File: config.mk
export PLATFORM = sky130hd
export DESIGN_NAME = lwtc_lines
export DESIGN_NICKNAME = d
export VERILOG_FILES = /design/src/hw/rtl/lru_write_through_cache_defines.svh /design/src/hw/rtl/lwtc_pkg.sv /design/src/hw/rtl/lwtc_lines.sv
export SDC_FILE = /design/constraint.sdc
export NUM_CORES = 1
export LEC_CHECK = 0
export BUFFER_PORTS_ARGS = -buffer_cell sky130_fd_sc_hd__buf_2
export CAP_MARGIN = 10
export CORE_ASPECT_RATIO = 1.1
export CORE_MARGIN = 2
export CORE_UTILIZATION = 25
export CTS_BUF_LIST = sky130_fd_sc_hd__clkbuf_8 sky130_fd_sc_hd__clkbuf_16
export DETAILED_ROUTE_END_ITERATION = 12
export GPL_TIMING_DRIVEN = 1
export SLEW_MARGIN = 10
export SYNTH_ARGS = -nofsm -noshare
export SYNTH_HDL_FRONTEND = slang
export SYNTH_SLANG_ARGS = --single-unit
File: constraint.sdc
create_clock -name clk -period 9.9 [get_ports clk]
set_input_delay 0.99 -clock clk [delete_from_list [all_inputs] [get_ports clk]]
set_output_delay 0.99 -clock clk [all_outputs]
set_load 0.03 [all_outputs]
File: src/hw/rtl/lru_write_through_cache_defines.svh
// Assertion macros used by the cache top level.
`ifndef LRU_WRITE_THROUGH_CACHE_DEFINES_SVH
`define LRU_WRITE_THROUGH_CACHE_DEFINES_SVH

// Check that post holds in the same cycle as pre.
`define LWTC_ASSERT_SAME(label, pre, post, msg) \
	label: assert property (@(posedge clk) disable iff (!arst_n) (pre) |-> (post)) \
		else $error(msg);

// Check that post holds in the cycle after pre.
`define LWTC_ASSERT_NEXT(label, pre, post, msg) \
	label: assert property (@(posedge clk) disable iff (!arst_n) (pre) |=> (post)) \
		else $error(msg);

`endif

File: src/hw/rtl/lwtc_pkg.sv
// Shared types and constants of the write-through cache.
package lwtc_pkg;

	localparam int LINES_DEF     = 8;
	localparam int MEM_WORDS_DEF = 1024;

	localparam int ADDR_W = 16;
	localparam int DATA_W = 16;
	localparam int AGE_W  = 32;

	localparam logic [AGE_W-1:0]  AGE_RESET = 32'd1;
	localparam logic [AGE_W-1:0]  AGE_MAX   = 32'hFFFFFFFF;
	localparam logic [DATA_W-1:0] MEM_RESET = 16'hFFFF;

	localparam logic [1:0] CMD_READ      = 2'd0;
	localparam logic [1:0] CMD_WRITE     = 2'd1;
	localparam logic [1:0] CMD_EXT_WRITE = 2'd2;

	// One committed transaction as seen by the line store.
	typedef struct packed {
		logic commit;
		logic is_read;
		logic is_write;
		logic is_ext;
	} lwtc_op_t;

endpackage

File: src/hw/rtl/lwtc_lines.sv
// Line store: valid, tag, age and data of each line, lookup and victim choice.
module lwtc_lines #(
	parameter int LINES = lwtc_pkg::LINES_DEF,
	parameter int TAG_W = $clog2(lwtc_pkg::MEM_WORDS_DEF)
) (
	input  logic                        clk,
	input  logic                        arst_n,
	input  lwtc_pkg::lwtc_op_t          op,
	input  logic [TAG_W-1:0]            addr,
	input  logic [lwtc_pkg::DATA_W-1:0] wdata,
	input  logic [lwtc_pkg::DATA_W-1:0] fill_word,
	output logic                        hit,
	output logic [lwtc_pkg::DATA_W-1:0] rd_word
);

	localparam int IW    = $clog2(LINES);
	localparam int LEAVES = 2 ** IW;
	localparam int NODES  = 2 * LEAVES - 1;
	localparam int KEY_W  = lwtc_pkg::AGE_W + 1;

	logic                        valid_q [LINES];
	logic [TAG_W-1:0]            tag_q   [LINES];
	logic [lwtc_pkg::AGE_W-1:0]  age_q   [LINES];
	logic [lwtc_pkg::DATA_W-1:0] word_q  [LINES];
	logic [lwtc_pkg::AGE_W-1:0]  age_ctr_q;
	logic [IW-1:0]               victim_q;

	logic [LINES-1:0] match;
	logic [IW-1:0]    hit_idx;
	logic [IW-1:0]    idx;
	logic             cached;

	logic [KEY_W-1:0] node_key [NODES];
	logic [IW-1:0]    node_idx [NODES];

	// Lookup: valid tags are unique, so the lowest match is the only one.
	always_comb begin
		hit_idx = '0;
		for (int i = LINES - 1; i >= 0; i--) begin
			match[i] = valid_q[i] && (tag_q[i] == addr);
			if (match[i]) begin
				hit_idx = IW'(i);
			end
		end
	end

	assign hit     = |match;
	assign cached  = op.commit && (op.is_read || op.is_write);
	assign idx     = hit ? hit_idx : victim_q;
	assign rd_word = hit ? word_q[hit_idx] : fill_word;

	// Victim tree: an invalid line keys as zero, a valid one as its age above that.
	// Ties go left, so the lowest index wins; padding leaves key as the maximum.
	always_comb begin
		for (int i = 0; i < LEAVES; i++) begin
			if (i < LINES) begin
				node_key[LEAVES-1+i] = valid_q[i] ? {1'b1, age_q[i]} : '0;
			end else begin
				node_key[LEAVES-1+i] = {1'b1, lwtc_pkg::AGE_MAX};
			end
			node_idx[LEAVES-1+i] = IW'(i);
		end
		for (int n = LEAVES - 2; n >= 0; n--) begin
			if (node_key[2*n+1] <= node_key[2*n+2]) begin
				node_key[n] = node_key[2*n+1];
				node_idx[n] = node_idx[2*n+1];
			end else begin
				node_key[n] = node_key[2*n+2];
				node_idx[n] = node_idx[2*n+2];
			end
		end
	end

	// Line state only moves on a commit, and an accept must come between two commits,
	// so a registered victim is always current when it is used.
	always_ff @(posedge clk or negedge arst_n) begin
		if (!arst_n) begin
			victim_q  <= '0;
			age_ctr_q <= lwtc_pkg::AGE_RESET;
			for (int i = 0; i < LINES; i++) begin
				valid_q[i] <= 1'b0;
				tag_q[i]   <= '0;
				age_q[i]   <= '0;
			end
		end else begin
			victim_q <= node_idx[0];
			if (cached) begin
				age_ctr_q <= age_ctr_q + 1'b1;
			end
			for (int i = 0; i < LINES; i++) begin
				if (op.commit && op.is_ext && match[i]) begin
					valid_q[i] <= 1'b0;
				end
				if (cached && (idx == IW'(i))) begin
					valid_q[i] <= 1'b1;
					tag_q[i]   <= addr;
					age_q[i]   <= age_ctr_q;
				end
			end
		end
	end

	always_ff @(posedge clk) begin
		for (int i = 0; i < LINES; i++) begin
			if (cached && (idx == IW'(i))) begin
				if (op.is_write) begin
					word_q[i] <= wdata;
				end else if (!hit) begin
					word_q[i] <= fill_word;
				end
			end
		end
	end

endmodule

# == Yosys cells after proc, flatten, opt, wreduce, memory -nomap -nowiden ==
# Memory sizes are Yosys's and may differ from the RTL's.
# Cells that the tools add are included.
# word_totals
mem_count,1
ram_bits,128
register_bits,379
elab_cells,213
out_inout_bits,17
in_bits,48
# op_classes
n_eq_ne,15
n_mux,111
n_addsub,1
n_bitwise,8
magnitude_cmp,7
reduce_logical,44
# memory_table
memory,words,word_bits,rd,rd_ports_with_merged_regs,write_ports,line,rtl
word_q,8,16,1,0,1,lwtc_lines.sv:24,logic [lwtc_pkg::DATA_W-1:0] word_q [LINES];
# op_table
cell,count
$mux 33,14
$mux 16,16
$le 33x33->1,7
$reduce_or 16->1,7
$eq 10x10->1,8
$mux 1,62
$mux 3,19
$add 32x1->32 const B,1
$logic_and 1x1->1,26
$reduce_bool 2->1,8
$eq 3x3->1 const B,4
$or 1x1->1,8
$reduce_or 8->1,1
$eq 3x2->1 const B,2
$eq 3x1->1 const B,1
$logic_not 3->1,1
$logic_or 1x1->1,1

# == Logic depth before layout (Yosys ltp) ==
# depth
word_depth,24
depth_mapped,37
mapped_depth_nobuf,32

# == Least setup slack after synthesis ==
# Ideal clock, no wire load.
# synth_timing
path_type,register to register
startpoint,register valid_q[2] in the netlist's numbering
endpoint,register victim_q[1]
n_path_buf,6
period_less_slack_ps,7687
setup_ps,82
stages_incl_launch_ff,34
setup_slack_ps,2213
required_ps,9818
arrival_ps,7605
cell_sequence,dfrtp_1 > clkbuf_1 > buf_1 > nand2_1 > ha_1 > a2111oi_0 > o221ai_1 > o211ai_1 > o211ai_1 > a2111oi_0 > or2_2 > clkbuf_1 > clkbuf_1 > mux2i_1 > ha_1 > and3_1 > nand4_1 > nor4_1 > a221o_1 > o31ai_1 > a32oi_1 > clkbuf_1 > buf_1 > mux2i_1 > ha_1 > a21o_1 > a21o_1 > a21oi_1 > o21ai_0 > and2_1 > o41ai_1 > nand3_1 > o31ai_1 > mux2i_1
# synth_rtl
element,line,rtl
from (decl),lwtc_lines.sv:21,logic valid_q [LINES];
"from (signal, indexed assignment)",lwtc_lines.sv:81,valid_q[i] <= 1'b0;
"from (signal, indexed assignment)",lwtc_lines.sv:92,valid_q[i] <= 1'b0;
"from (signal, indexed assignment)",lwtc_lines.sv:95,valid_q[i] <= 1'b1;
to (signal assigned),lwtc_lines.sv:86,victim_q <= node_idx[0];
to (decl),lwtc_lines.sv:26,logic [IW-1:0] victim_q;

==> impl_metrics.env <==
export IMPL_tightest_slew_ns=1.25
export IMPL_synthFlopType="dfrtp_1"
export IMPL_overflow=0
export IMPL_clockBufferDepth=3
export IMPL_swShare=0.415
export IMPL_slew_viol_final=0
export IMPL_p_seq_frac=0.264
export IMPL_p_per_area_nw_per_um2=305
export IMPL_path_class="reg -> reg"
export IMPL_crit_arrival_ns=9.66
export IMPL_startpoint_type="flip-flop"
export IMPL_grt_use_total=0.127
export IMPL_final_cell_mix="mux2_2, dfrtp_1, nand2_1"
export IMPL_min_period_over_period=0.920
export IMPL_fin_skew_ns=0.0377
export IMPL_clk_pin_slew_ns=0.06
export IMPL_setup_tns_ns=0
export IMPL_drt_wirelength_per_cell_um=18.2
export IMPL_syn_avg_cell_area_um2=11.1
export IMPL_cpPeakStageDelay_ns=1.11
export IMPL_power_internal_mw=6.31
export IMPL_maxSlewHeadroom=0.162
export IMPL_dr_first_iter_drc_count=1088
export IMPL_critPathMaxFanout=28
export IMPL_drive_above_1_share=0.261
export IMPL_power_share_clock=0.196
export IMPL_htree_levels=2
export IMPL_final_common_cell="mux2_2"
export IMPL_via_per_inst=4.69
export IMPL_grt_pass1_wl_mm=128
export IMPL_clock_sinks=507
export IMPL_min_path_type="in -> async"
export IMPL_portBuffers=64
export IMPL_io_pins=65
export IMPL_timing_final_hold_violations=0
export IMPL_drc=0
export IMPL_synth_fp_nets=3113
export IMPL_grt_max_degree=117
export IMPL_die_h_um=376
export IMPL_comb_power_share=0.540
export IMPL_switching_power_mw=4.47
export IMPL_synth_edf_count=128
export IMPL_synth_seq_cells=507
export IMPL_drtAntennaViolNets=0
export IMPL_peakVddDrop_mv=0.290
export IMPL_core_area_um2=125000
export IMPL_max_freq_mhz=110
export IMPL_required_ns=10.45
export IMPL_async_flop_share=0.748
export IMPL_endpoint_kind="flip-flop"
export IMPL_cts_tree="yes"
export IMPL_synth_area_um2=31500
export IMPL_rows=136
export IMPL_cts_inserted_buffers=54
export IMPL_status="finished clean"
export IMPL_yosysWarnings=0
export IMPL_power_leakage_nw=16.5
export IMPL_slowest_stage="dfrtp_1"
export IMPL_rsz0062_at_grt="no"
export IMPL_dieArea_um2=129000
export IMPL_hold_ws_ns=0.485
export IMPL_final_cells=4522
export IMPL_yosysSeqAreaShare=0.423
export IMPL_antenna_found_initial=2
export IMPL_grt_pass1_vias=21800
export IMPL_final_min_clock_period_ns=9.11
export IMPL_clk_root_buffer_cell="clkbuf_16"
export IMPL_place_congestion=0.842
export IMPL_syn_to_final_growth_pct=12.1
export IMPL_place_inst=4420
export IMPL_die_x_um=343
export IMPL_totalWireLength_mm=82.1
export IMPL_setup_viol=0
export IMPL_post_cts_buffers=0
export IMPL_maxCapViolCount=0
export IMPL_synthDistinctLibCells=71
export IMPL_r2r_slack_ns=0.79
export IMPL_insertion_delay_ns=0.64
export IMPL_layout_nets=3100
export IMPL_ctsResizeCount=0
export IMPL_via_count=21200
export IMPL_ctsHoldBuffers=0
export IMPL_syn_inst=2833
export IMPL_start_util=0.252
export IMPL_hpwl_mm=56.9
export IMPL_first_pass_iters=5
-- synth_stat cells, types with 24 or more instances --
master	n	area share
buf_1	24	0.0029
a21oi_1	73	0.012
clkbuf_1	78	0.0093
mux2_2	478	0.17
nand4_1	65	0.013
xnor2_1	83	0.023
mux2_4	30	0.014
nand2_1	325	0.039
nand3_1	31	0.0049
ha_1	232	0.092
a211oi_1	25	0.0060
a21o_1	37	0.0088
mux2i_1	205	0.065
nor2_1	60	0.0071
o22ai_1	24	0.0048
buf_2	51	0.0081
edfxtp_1	128	0.12
dfrtp_1	378	0.30
inv_1	207	0.025
o21ai_0	47	0.0075
-- metrics by stage --
stage / utilization / area, um2 / setup WS [ns] / total power [mW]
after floorplan: - / 31500 / 2.21 / 7.06
after global placement: 0.268 / 33500 / 0.947 / 8.65
after detailed placement: 0.268 / 33500 / 0.894 / 8.71
after CTS: 0.282 / 35300 / 0.879 / 10.9
after global routing: 0.282 / 35300 / 0.299 / 11.4
final: 0.282 / 35300 / 0.792 / 10.8
-- final timing paths --
| check | from | endpoint | cells after the start |
|---|---|---|---|
| worst max-delay path | valid_q[0] | victim_q[1] | 27 |
| worst min-delay path | arst_n | age_q[28] | 1 |
| worst max register to register | valid_q[0] | victim_q[1] | 27 |
| worst min register to register | age_q[54] | age_q[54] | 2 |
| max in group asynchronous | arst_n | age_q[177] | 3 |
| min in group clk | age_q[54] | age_q[54] | 2 |
-- layer usage --
| layer | wire length, um | track usage | part of all wire | vias to the layer above |
|---|---|---|---|---|
| met5 | 11 | 0 | 0.00013 | - |
| met1 | 36700 | 0.160 | 0.45 | 10800 |
| met3 | 2320 | 0.0149 | 0.028 | 122 |
| li1 | - | - | - | 10000 |
| met4 | 2320 | 0.0396 | 0.028 | 2 |
| met2 | 40700 | 0.224 | 0.50 | 282 |
-- layout make-up --
class / count / area (um2)
antenna: 1 / 2.50
clock buffer: 64 / 1520
clock inverter: 37 / 310
fill: 12900 / 89700
inverter: 208 / 781
multi-input combinational: 1941 / 16600
sequential: 507 / 13300
tap: 1656 / 2070
timing repair buffer: 108 / 711
-- cells by family after synthesis --
group           share of synthesized area
compound gates                     0.0556
xor+xnor                           0.0325
fa+ha+maj                          0.0921
buf+inv                            0.0533
flops                               0.423
mux                                 0.254
simple gates                       0.0898
-- worst max-delay path: cells and delay by family (launching register included) --
kind	cells	cell delay (ns)
fa+ha+maj	3	0.96
buf+inv	3	0.93
simple gates	8	2.82
flops	1	1.11
compound gates	10	2.27
mux	3	0.90
-- power groups by stage --
stage | Clock [mW] | Combinational [mW] | Sequential [mW]
final | 2.11 | 5.82 | 2.85
after global routing | 2.24 | 6.27 | 2.89
after CTS | 2.17 | 5.84 | 2.84
after detailed placement | 0 | 5.83 | 2.88
after global placement | 0 | 5.78 | 2.87
after floorplan | 0 | 4.34 | 2.71
-- sequential cells by signal, summed over array words and instances, names as in the netlist --
| name | count |
|---|---|
| age_ctr_q | 32 |
| age_q | 256 |
| tag_q | 80 |
| valid_q | 8 |
| victim_q | 3 |
| word_q | 128 |
No activity file was read; power rests on OpenSTA's default activity.
